[src/kar_pkg.sv]
// shared types and constants for the key autorepeat block
package kar_pkg;

  localparam int KEY_BITS_DEF = 21;
  localparam int REG_W        = 8;
  localparam int PHASE_W      = 2;
  localparam int CFG_IDX_W    = 2;

  localparam logic [PHASE_W-1:0] PH_IDLE    = 2'd0;
  localparam logic [PHASE_W-1:0] PH_PRESSED = 2'd1;
  localparam logic [PHASE_W-1:0] PH_HOLD    = 2'd2;
  localparam logic [PHASE_W-1:0] PH_REPEAT  = 2'd3;

  localparam logic [CFG_IDX_W-1:0] CFG_INITIAL_DELAY   = 2'd0;
  localparam logic [CFG_IDX_W-1:0] CFG_REPEAT_INTERVAL = 2'd1;
  localparam logic [CFG_IDX_W-1:0] CFG_SPEEDUP_AFTER   = 2'd2;

  localparam logic [REG_W-1:0] INITIAL_DELAY_RST   = 8'd6;
  localparam logic [REG_W-1:0] REPEAT_INTERVAL_RST = 8'd4;
  localparam logic [REG_W-1:0] SPEEDUP_AFTER_RST   = 8'd4;

  typedef struct packed {
    logic [REG_W-1:0] initial_delay;
    logic [REG_W-1:0] repeat_interval;
    logic [REG_W-1:0] speedup_after;
  } cfg_t;

  // per-tick control from the phase logic to the datapath
  typedef struct packed {
    logic               blank;
    logic [PHASE_W-1:0] phase;
  } tick_res_t;

endpackage

[src/kar_cfg.sv]
// configuration register file
module kar_cfg
  import kar_pkg::*;
(
  input  logic                 clk,
  input  logic                 rst,
  input  logic                 cfg_we,
  input  logic [CFG_IDX_W-1:0] cfg_index,
  input  logic [REG_W-1:0]     cfg_data,
  output cfg_t                 cfg
);

  always_ff @(posedge clk) begin
    if (rst) begin
      cfg.initial_delay   <= INITIAL_DELAY_RST;
      cfg.repeat_interval <= REPEAT_INTERVAL_RST;
      cfg.speedup_after   <= SPEEDUP_AFTER_RST;
    end else if (cfg_we) begin
      unique case (cfg_index)
        CFG_INITIAL_DELAY:   cfg.initial_delay   <= cfg_data;
        CFG_REPEAT_INTERVAL: cfg.repeat_interval <= cfg_data;
        CFG_SPEEDUP_AFTER:   cfg.speedup_after   <= cfg_data;
        default: ;
      endcase
    end
  end

endmodule

[src/kar_fsm.sv]
// typematic phase machine with tick, interval and repeat counters
module kar_fsm
  import kar_pkg::*;
(
  input  logic      clk,
  input  logic      rst,
  input  logic      step,
  input  logic      any_key,
  input  logic      ir_busy,
  input  cfg_t      cfg,
  output tick_res_t res
);

  typedef enum logic [PHASE_W-1:0] {
    ST_IDLE    = PH_IDLE,
    ST_PRESSED = PH_PRESSED,
    ST_HOLD    = PH_HOLD,
    ST_REPEAT  = PH_REPEAT
  } state_t;

  state_t           state, state_next, state_entry;
  logic [REG_W-1:0] tick_count, tick_count_next, tick_base, tick_inc;
  logic [REG_W-1:0] cur_interval, cur_interval_next, interval_base;
  logic [REG_W-1:0] repeat_count, repeat_count_next, repeat_inc;
  logic             blank;

  always_comb begin
    if (!any_key) begin
      state_entry   = ST_IDLE;
      tick_base     = '0;
      interval_base = cfg.initial_delay;
    end else begin
      state_entry   = (state == ST_IDLE) ? ST_PRESSED : state;
      tick_base     = tick_count;
      interval_base = cur_interval;
    end
    tick_inc          = tick_base + 8'd1;
    repeat_inc        = repeat_count + 8'd1;
    state_next        = state_entry;
    tick_count_next   = tick_base;
    cur_interval_next = interval_base;
    repeat_count_next = repeat_count;
    blank             = 1'b0;
    unique case (state_entry)
      ST_IDLE: ;
      ST_PRESSED: begin
        tick_count_next = tick_inc;
        if (tick_inc > interval_base && interval_base != '0 && !ir_busy) begin
          cur_interval_next = cfg.repeat_interval;
          state_next        = ST_HOLD;
        end
      end
      ST_HOLD: begin
        blank      = 1'b1;
        state_next = ST_REPEAT;
      end
      ST_REPEAT: begin
        tick_count_next = tick_inc;
        if (tick_inc > interval_base) begin
          blank             = 1'b1;
          tick_count_next   = '0;
          repeat_count_next = repeat_inc;
          if (repeat_inc > cfg.speedup_after && interval_base > 8'd1) begin
            cur_interval_next = interval_base >> 1;
            repeat_count_next = '0;
          end
        end
      end
      default: ;
    endcase
  end

  assign res.blank = blank;
  assign res.phase = state_next;

  always_ff @(posedge clk) begin
    if (rst) begin
      state        <= ST_IDLE;
      tick_count   <= '0;
      cur_interval <= '0;
      repeat_count <= '0;
    end else if (step) begin
      state        <= state_next;
      tick_count   <= tick_count_next;
      cur_interval <= cur_interval_next;
      repeat_count <= repeat_count_next;
    end
  end

endmodule

[src/key_autorepeat_accelerating_top.sv]
// key autorepeat filter: an accepted item's result reaches the outputs by this path
// (input register, then phase logic into the result register)
// one item per cycle while not stalled; in_stall follows out_stall when both registers are full
// the phase counters update when an item moves into the result register
// reset (synchronous) empties both registers, restores register defaults, phase idle
module key_autorepeat_accelerating_top
  import kar_pkg::*;
#(
  parameter int KEY_BITS = KEY_BITS_DEF
) (
  input  logic                 clk,
  input  logic                 rst,
  input  logic                 in_valid,
  output logic                 in_stall,
  input  logic [KEY_BITS-1:0]  keys_first,
  input  logic [KEY_BITS-1:0]  keys_second,
  input  logic                 ir_busy,
  output logic                 out_valid,
  input  logic                 out_stall,
  output logic [KEY_BITS-1:0]  out_keys_first,
  output logic [KEY_BITS-1:0]  out_keys_second,
  output logic [PHASE_W-1:0]   phase,
  input  logic                 cfg_we,
  input  logic [CFG_IDX_W-1:0] cfg_index,
  input  logic [REG_W-1:0]     cfg_data
);

  cfg_t                cfg;
  tick_res_t           res;
  logic                s1_valid;
  logic [KEY_BITS-1:0] s1_keys_first, s1_keys_second;
  logic                s1_ir;
  logic                out_free;
  logic                step;
  logic                any_key;

  assign out_free = !out_valid || !out_stall;
  assign step     = s1_valid && out_free;
  assign in_stall = s1_valid && !out_free;
  assign any_key  = (|s1_keys_first) || (|s1_keys_second);

  kar_cfg u_cfg (
    .clk       (clk),
    .rst       (rst),
    .cfg_we    (cfg_we),
    .cfg_index (cfg_index),
    .cfg_data  (cfg_data),
    .cfg       (cfg)
  );

  kar_fsm u_fsm (
    .clk     (clk),
    .rst     (rst),
    .step    (step),
    .any_key (any_key),
    .ir_busy (s1_ir),
    .cfg     (cfg),
    .res     (res)
  );

  // input register
  always_ff @(posedge clk) begin
    if (rst) begin
      s1_valid <= 1'b0;
    end else if (!in_stall) begin
      s1_valid <= in_valid;
    end
  end

  always_ff @(posedge clk) begin
    if (in_valid && !in_stall) begin
      s1_keys_first  <= keys_first;
      s1_keys_second <= keys_second;
      s1_ir          <= ir_busy;
    end
  end

  // result register
  always_ff @(posedge clk) begin
    if (rst) begin
      out_valid <= 1'b0;
    end else if (out_free) begin
      out_valid <= step;
    end
  end

  always_ff @(posedge clk) begin
    if (step) begin
      out_keys_first  <= res.blank ? '0 : s1_keys_first;
      out_keys_second <= res.blank ? '0 : s1_keys_second;
      phase           <= res.phase;
    end
  end

endmodule

[config.mk]
export PLATFORM = sky130hd
export DESIGN_NAME = key_autorepeat_accelerating_top
export DESIGN_NICKNAME = d
export VERILOG_FILES = /design/src/kar_pkg.sv /design/src/kar_cfg.sv /design/src/kar_fsm.sv /design/src/key_autorepeat_accelerating_top.sv
export SDC_FILE = /design/constraint.sdc
export NUM_CORES = 1
export LEC_CHECK = 0
export BUFFER_PORTS_ARGS = -buffer_cell sky130_fd_sc_hd__clkbuf_2
export CORE_MARGIN = 3
export CORE_UTILIZATION = 55
export CTS_BUF_LIST = sky130_fd_sc_hd__clkbuf_16
export CTS_CLUSTER_DIAMETER = 30
export DETAILED_ROUTE_END_ITERATION = 10
export PLACE_DENSITY = 0.76
export SLEW_MARGIN = 20
export SYNTH_ARGS = -nofsm -noshare
export SYNTH_HDL_FRONTEND = slang
export SYNTH_SLANG_ARGS = --single-unit
[constraint.sdc]
create_clock -name clk -period 4.45 [get_ports clk]
set_input_delay 0.6675 -clock clk [delete_from_list [all_inputs] [get_ports clk]]
set_output_delay 0.6675 -clock clk [all_outputs]
set_load 0.005 [all_outputs]
; ---- Word level (Yosys, flattened, before mapping)
; Index checks and enable logic that the tools add are counted.
; W data, S select, Z words.
[classes]
add_sub_neg = 2
order_cmp = 3
eq_ne = 5
muxes = 15
n_reduce_logical = 22
[ops]
columns = cell, n
row1 = $mux W8, 7
row2 = $reduce_or A21 Y1, 2
row3 = $pmux W8 S2, 2
row4 = $add A8 B1 Y8 const B, 2
row5 = $gt A8 B8 Y1, 2
row6 = $gt A8 B1 Y1 const B, 1
row7 = $reduce_bool A8 Y1, 1
row8 = $eq A2 B2 Y1 const B, 3
row9 = $logic_and A1 B1 Y1, 6
row10 = $mux W2, 3
row11 = $reduce_and A2 Y1, 3
row12 = $logic_not A1 Y1, 5
row13 = $eq A2 B1 Y1 const B, 2
row14 = $logic_not A2 Y1, 2
row15 = $pmux W2 S2, 1
row16 = $reduce_and A3 Y1, 1
row17 = $logic_or A1 B1 Y1, 2
row18 = $pmux W1 S2, 1
row19 = $mux W1, 1
[totals]
register_bits = 139
out_inout_bits = 46
elab_cells = 62

; ---- Logic depth before layout (Yosys ltp)
[logic_depth]
word_depth = 9
mapped_depth = 20

; ---- Modules after synthesis
; Synthesis repeated with hierarchy kept, for this count alone.
[hier_totals]
hier_cells = 551
hier_area_um2 = 6408.6
[modules_own_cells]
columns = mod, instances, cells_per_inst, area_per_inst_um2, seq_area_each_um2
row1 = key_autorepeat_accelerating_top, 1, 157, 3065.4, 2652.5
row2 = kar_fsm, 1, 302, 2352.3, 520.5
row3 = kar_cfg, 1, 92, 991.0, 480.5

; ---- Least setup slack after synthesis
; OpenSTA, ideal clock, no wires.
[synth_path]
path_kind = flip-flop to flip-flop
start = register s1_keys_first[19]
end = register u_fsm.cur_interval[1]
t_arrival_ns = 3.999
required_time_ns = 4.362
path_slack_ns = 0.363
path_stages_with_launch = 21
synth_period_minus_slack_ns = 4.087
path_cell_list = edfxtp_1 > nor4_1 > nand4_1 > nor3_1 > buf_2 > buf_2 > nor2b_1 > ha_1 > nand3_1 > nor2_1 > xnor2_1 > nor2_1 > ha_1 > nand2_1 > o21ai_1 > o31ai_4 > or3b_2 > or3_1 > buf_2 > a221o_1 > o31ai_1
[synth_via]
elab_chain_cells = 9
elab_cells_between_ends = 18
[synth_rtl]
columns = item, line
row1 = from (decl), key_autorepeat_accelerating_top.sv:31  ; logic [KEY_BITS-1:0] s1_keys_first, s1_keys_second;
row2 = from (signal assigned), key_autorepeat_accelerating_top.sv:72  ; s1_keys_first <= keys_first;
row3 = $reduce_or A21 Y1 (*), key_autorepeat_accelerating_top.sv:40  ; assign any_key = (|s1_keys_first) || (|s1_keys_second);
row4 = $logic_or A1 B1 Y1 (*), key_autorepeat_accelerating_top.sv:40
row5 = $mux W8, kar_fsm.sv:28  ; if (!any_key) begin
row6 = $add A8 B1 Y8, kar_fsm.sv:37  ; tick_inc = tick_base + 8'd1;
row7 = $gt A8 B8 Y1, "kar_fsm.sv:48, kar_fsm.sv:59"
row8 = $logic_and A1 B1 Y1 (2 in a row), kar_fsm.sv:48  ; if (tick_inc > interval_base && interval_base != '0 && !ir_busy) begin
row9 = $mux W8, kar_fsm.sv:48
row10 = $pmux W8 S2 (*), kar_fsm.sv:44  ; unique case (state_entry)
row11 = to (signal assigned), kar_fsm.sv:85  ; cur_interval <= cur_interval_next;
row12 = to (decl), kar_fsm.sv:23  ; logic [REG_W-1:0] cur_interval, cur_interval_next, interval_base;
; Every way passes the cells marked *; elsewhere a longest branch is shown, timed or not.
; A chain may end at the register's enable or synchronous reset.

; ---- Worst setup path in the final report
[layout_path]
start = register s1_keys_first[15]
end = register u_fsm.cur_interval[4]
; The elaborated chain is that of the path after synthesis.

==> summary.json <==
{
  "cts_tree": {"value": "yes"},
  "antenna_violations_before_repair": {"value": 0},
  "synth_top_cells_by_area": {"value": "sky130_fd_sc_hd__edfxtp_1, sky130_fd_sc_hd__dfxtp_1, sky130_fd_sc_hd__mux2i_1"},
  "layout_min_cycle_time": {"value": 4.223, "unit": "ns"},
  "drcViolationCount": {"value": 0},
  "num_rows": {"value": 37},
  "boundaryPins": {"value": 104},
  "synth-adder-area-share": {"value": 4.325, "unit": "%"},
  "drt.antenna.violating_nets": {"value": 0},
  "synthesis.area_per_instance": {"value": 11.77, "unit": "µm²"},
  "post_synth_edffs": {"value": 87},
  "timing.critical_path.from": {"value": "s1_keys_first[15]"},
  "fp.dieArea": {"value": 0.01234, "unit": "mm²"},
  "worst_path_dominant_cell_family": {"value": "simple AND/OR/NAND/NOR gates"},
  "final.period_utilization": {"value": 94.89, "unit": "%"},
  "die_height": {"value": 111.1, "unit": "µm"},
  "final_cell_utilization_of_the_core": {"value": 70.63, "unit": "%"},
  "post-place-cells": {"value": 747},
  "sequential_share_of_the_synthesized_area": {"value": 60.13, "unit": "%"},
  "finalHoldViolCount": {"value": 0},
  "clock-sinks": {"value": 139},
  "hp-class": {"value": "in2reg"},
  "finalNetCount": {"value": 713},
  "drive_above_1_share": {"value": 26.28, "unit": "%"},
  "internal_power": {"value": 2.315, "unit": "mW"},
  "fin_cells": {"value": 783},
  "crit_chain": {"value": "nor4_4 -> nand4_1 -> buf_4 -> nor3_4 -> nor2b_1 -> ha_1 -> nand3_1 -> nor2_1 -> xnor2_1 -> nor2_1 -> ha_1 -> nand2_1 -> o211ai_2 -> o31ai_4 -> or3b_2 -> or3_4 -> a221o_1 -> o31ai_1"},
  "achievable-frequency": {"value": 236.8, "unit": "MHz"},
  "synth_warnings": {"value": 0},
  "crit_type": {"value": "reg2reg"},
  "synthDominantAreaCellType": {"value": "sky130_fd_sc_hd__edfxtp_1"},
  "cts_inserted_buffers": {"value": 17},
  "worstPathMaxFanout": {"value": 8},
  "synth_top_cell_area_share": {"value": 43.00, "unit": "%"},
  "final_max_slew_viol_count": {"value": 0},
  "synth_xor_area_share": {"value": 1.730, "unit": "%"},
  "max_cap_viol_count": {"value": 0},
  "grt_first_pass_wirelength": {"value": 22480, "unit": "µm"},
  "port-buffer-count": {"value": 103},
  "postSynthNetCount": {"value": 595},
  "setup_total_negative_slack": {"value": 0, "unit": "ns"},
  "holdWs": {"value": 0.4190, "unit": "ns"},
  "avgRoutedWirePerCell": {"value": 17.44, "unit": "µm"},
  "power_switching_share": {"value": 23.60, "unit": "%"},
  "synth_simple_gate_area_share": {"value": 16.29, "unit": "%"},
  "drt_first_iter_violations": {"value": 280},
  "gr-usage-all-layers": {"value": 23.22, "unit": "%"},
  "setup_violations": {"value": 0},
  "cts.path.max_buffers": {"value": 2},
  "post_synthesis_compound_gate_area_fraction": {"value": 10.17, "unit": "%"},
  "cp_data_required_time": {"value": 4.77, "unit": "ns"},
  "power.share.combinational": {"value": 8.6, "unit": "%"},
  "synth-async-reset-ratio": {"value": 0, "unit": "%"},
  "distinct_cells_synth": {"value": 48},
  "fill_cells": {"value": 778},
  "seqCellArea": {"value": 0.003654, "unit": "mm²"},
  "setup_slack": {"value": 0.2275, "unit": "ns"},
  "post-synth-top-count-cell": {"value": "sky130_fd_sc_hd__edfxtp_1"},
  "tightest_slew": {"value": 0.6963, "unit": "ns"},
  "grt_setup_unrepaired": {"value": "yes"},
  "setup_slack_placement": {"value": -0.04210, "unit": "ns"},
  "vias_in_the_first_global_route": {"value": 4388},
  "critPathBufInv": {"value": 1},
  "synthMuxAreaShare": {"value": 5.128, "unit": "%"},
  "power.leakage": {"value": 2.995, "unit": "nW"},
  "start_util": {"value": 57.56, "unit": "%"},
  "ir_drop": {"value": 0.0003166, "unit": "V"},
  "hold_start": {"value": "keys_first[1]"},
  "coreArea": {"value": 0.01056, "unit": "mm²"},
  "status": {"value": "finished clean"},
  "firstDrtPassIters": {"value": 6},
  "dieWidth": {"value": 111.1, "unit": "µm"},
  "cts.root.buffer_cell": {"value": "sky130_fd_sc_hd__clkbuf_16"},
  "synth_commonest_cells": {"value": "sky130_fd_sc_hd__edfxtp_1, sky130_fd_sc_hd__nor2_1, sky130_fd_sc_hd__dfxtp_1"},
  "crit_path_max_incr_delay": {"value": 0.48, "unit": "ns"},
  "reg2reg_from": {"value": "s1_keys_first[15]"},
  "power.density_cell_area": {"value": 406.4, "unit": "mW/mm²"},
  "synth_top_family_by_area": {"value": "simple AND/OR/NAND/NOR gates"},
  "critical_path.endpoint_type": {"value": "register"},
  "place_congestion": {"value": 0.8779},
  "clockPowerShare": {"value": 42.9, "unit": "%"},
  "routed-via-count": {"value": 4493},
  "slew_headroom": {"value": 53.22, "unit": "%"},
  "clkLatencyLatePin": {"value": 0.42, "unit": "ns"},
  "area.growth.synth_to_final": {"value": 22.69, "unit": "%"},
  "synth_ff_type": {"value": "sky130_fd_sc_hd__edfxtp_1"},
  "startpoint_type": {"value": "register"},
  "post-dp-hpwl": {"value": 9738, "unit": "µm"},
  "worst-endpoint-arrival": {"value": 4.55, "unit": "ns"},
  "multi_input_comb_area": {"value": 0.002362, "unit": "mm²"},
  "ctsHtreeMaxLevel": {"value": 4},
  "critical_path.slowest_cell": {"value": "sky130_fd_sc_hd__or3b_2"},
  "share_of_total_power_in_sequential_cells": {"value": 48.6, "unit": "%"},
  "net-switching-power": {"value": 714.8, "unit": "µW"},
  "fin_skew": {"value": 0.009023, "unit": "ns"},
  "grt_start_max_net_pins": {"value": 44},
  "synth.cell_area": {"value": 0.006076, "unit": "mm²"},
  "synth.ff_latch_count": {"value": 139},
  "clk_slew_on_worst_s_h_paths": {"value": 0.06, "unit": "ns"},
  "postCtsHoldBufs": {"value": 0},
  "antenna-diode-count": {"value": 0},
  "drt-vias-per-instance": {"value": 5.738},
  "routed_wirelength": {"value": 13650, "unit": "µm"},
  "syn_inst": {"value": 516},
  "grt_overflow_total": {"value": 0}
}
-- what timing repair did --
action	4_1_cts	5_1_grt
setup buffers	0	3
setup endpoints to repair	7	53
resized for setup	4	6
pin swaps	0	4
-- through the flow --
| step | total power [mW] | area [µm²] |
|---|---|---|
| final | 3.029 | 7455 |
| after global routing | 3.152 | 7455 |
| after CTS | 3.045 | 7376 |
| after detailed placement | 1.745 | 6805 |
| after global placement | 1.733 | 6805 |
| after floorplan | 1.638 | 6076 |
-- routing by layer --
metal | wire [µm] | part of all wire, % | vias to the layer above | track usage, %
li1 | - | - | 2144 | -
met1 | 5699 | 42 | 2136 | 28.87
met2 | 6768 | 50 | 186 | 38.83
met3 | 924 | 6.8 | 27 | 6.714
met4 | 259 | 1.9 | 0 | 8.273
met5 | 0 | 0 | - | 0
-- registers in the layout, summed over array words and instances (netlist names) --
| name | cells |
|---|---|
| s1_keys_first | 21 |
| phase | 2 |
| u_cfg.cfg | 24 |
| u_fsm.state | 2 |
| s1_ir | 1 |
| out_keys_first | 21 |
| s1_valid | 1 |
| u_fsm.repeat_count | 8 |
| out_keys_second | 21 |
| s1_keys_second | 21 |
| u_fsm.cur_interval | 8 |
| u_fsm.tick_count | 8 |
| out_valid | 1 |
-- worst register-to-register path, delay by kind of cell, from the launching register on --
family          cells  cell delay [ns]
flops               1             0.42
buf+inv             1             0.18
compound gates      4             0.75
xor+xnor            1             0.14
simple gates       10             2.09
fa+ha+maj           2             0.55
-- final cells by class --
| class | instances | area share [%] |
|---|---|---|
| flip-flops and latches | 139 | 49.01 |
| multi-input cells | 342 | 31.69 |
| repair buffers | 120 | 8.963 |
| clock buffers | 17 | 5.707 |
| well taps | 136 | 2.283 |
| clock inverters | 15 | 1.645 |
| inverters | 14 | 0.7049 |
-- power by group through the flow --
stage               Combinational, mW  Clock, mW  Sequential, mW
floorplan                       0.148          0            1.49
global placement                0.241          0            1.49
detailed placement              0.249          0            1.50
CTS                             0.255       1.32            1.47
global route                    0.288       1.39            1.48
finish                          0.259       1.30            1.47
-- cell usage in the layout, fill, tap and decap left out, types with 3 or more instances in the layout --
| cell type | netlist | final |
|---|---|---|
| sky130_fd_sc_hd__a211o_1 | 5 | 5 |
| sky130_fd_sc_hd__a211oi_1 | 7 | 7 |
| sky130_fd_sc_hd__a21o_1 | 4 | 4 |
| sky130_fd_sc_hd__a21oi_1 | 28 | 27 |
| sky130_fd_sc_hd__a221o_1 | 6 | 6 |
| sky130_fd_sc_hd__a22oi_1 | 6 | 6 |
| sky130_fd_sc_hd__a311oi_1 | 3 | 3 |
| sky130_fd_sc_hd__and2_1 | 46 | 46 |
| sky130_fd_sc_hd__buf_4 | 0 | 15 |
| sky130_fd_sc_hd__clkbuf_16 | 0 | 17 |
| sky130_fd_sc_hd__clkbuf_2 | 0 | 103 |
| sky130_fd_sc_hd__clkinv_2 | 0 | 4 |
| sky130_fd_sc_hd__dfxtp_1 | 52 | 52 |
| sky130_fd_sc_hd__edfxtp_1 | 87 | 87 |
| sky130_fd_sc_hd__ha_1 | 21 | 21 |
| sky130_fd_sc_hd__inv_1 | 14 | 13 |
| sky130_fd_sc_hd__inv_6 | 0 | 4 |
| sky130_fd_sc_hd__mux2i_1 | 30 | 30 |
| sky130_fd_sc_hd__nand2_1 | 22 | 22 |
| sky130_fd_sc_hd__nand2b_1 | 5 | 5 |
| sky130_fd_sc_hd__nand3_1 | 12 | 12 |
| sky130_fd_sc_hd__nand3b_1 | 3 | 3 |
| sky130_fd_sc_hd__nand4_1 | 7 | 7 |
| sky130_fd_sc_hd__nor2_1 | 58 | 57 |
| sky130_fd_sc_hd__nor2b_1 | 7 | 6 |
| sky130_fd_sc_hd__nor3_1 | 7 | 6 |
| sky130_fd_sc_hd__nor4_1 | 13 | 10 |
| sky130_fd_sc_hd__o21ai_0 | 5 | 5 |
| sky130_fd_sc_hd__o21ai_1 | 4 | 3 |
| sky130_fd_sc_hd__o31a_1 | 3 | 3 |
| sky130_fd_sc_hd__o31ai_1 | 6 | 6 |
| sky130_fd_sc_hd__xnor2_1 | 6 | 6 |
| sky130_fd_sc_hd__xor2_1 | 6 | 6 |
-- final timing paths --
| kind | to | slack (ns) | depth (start not counted) |
|---|---|---|---|
| max reg2reg | u_fsm.cur_interval[4] | 0.23 | 18 |
| min | s1_keys_first[1] | 0.42 | 1 |
| min reg2reg | u_cfg.cfg[2] | 0.47 | 1 |
| max | u_fsm.cur_interval[4] | 0.23 | 18 |
-- cell families (layout without fill, tap and decap cells) --
kind of cell               after synthesis  in the layout
adders and majority gates               21             21
xor gates and xnor gates                12             12
muxes                                   31             31
buffers and inverters                   35            166
DFF                                    139            139
AOI/OAI and AO/OA                       87             87
and+or+nand+nor                        191            191
Note: power is estimated with default switching activity, not from simulation.
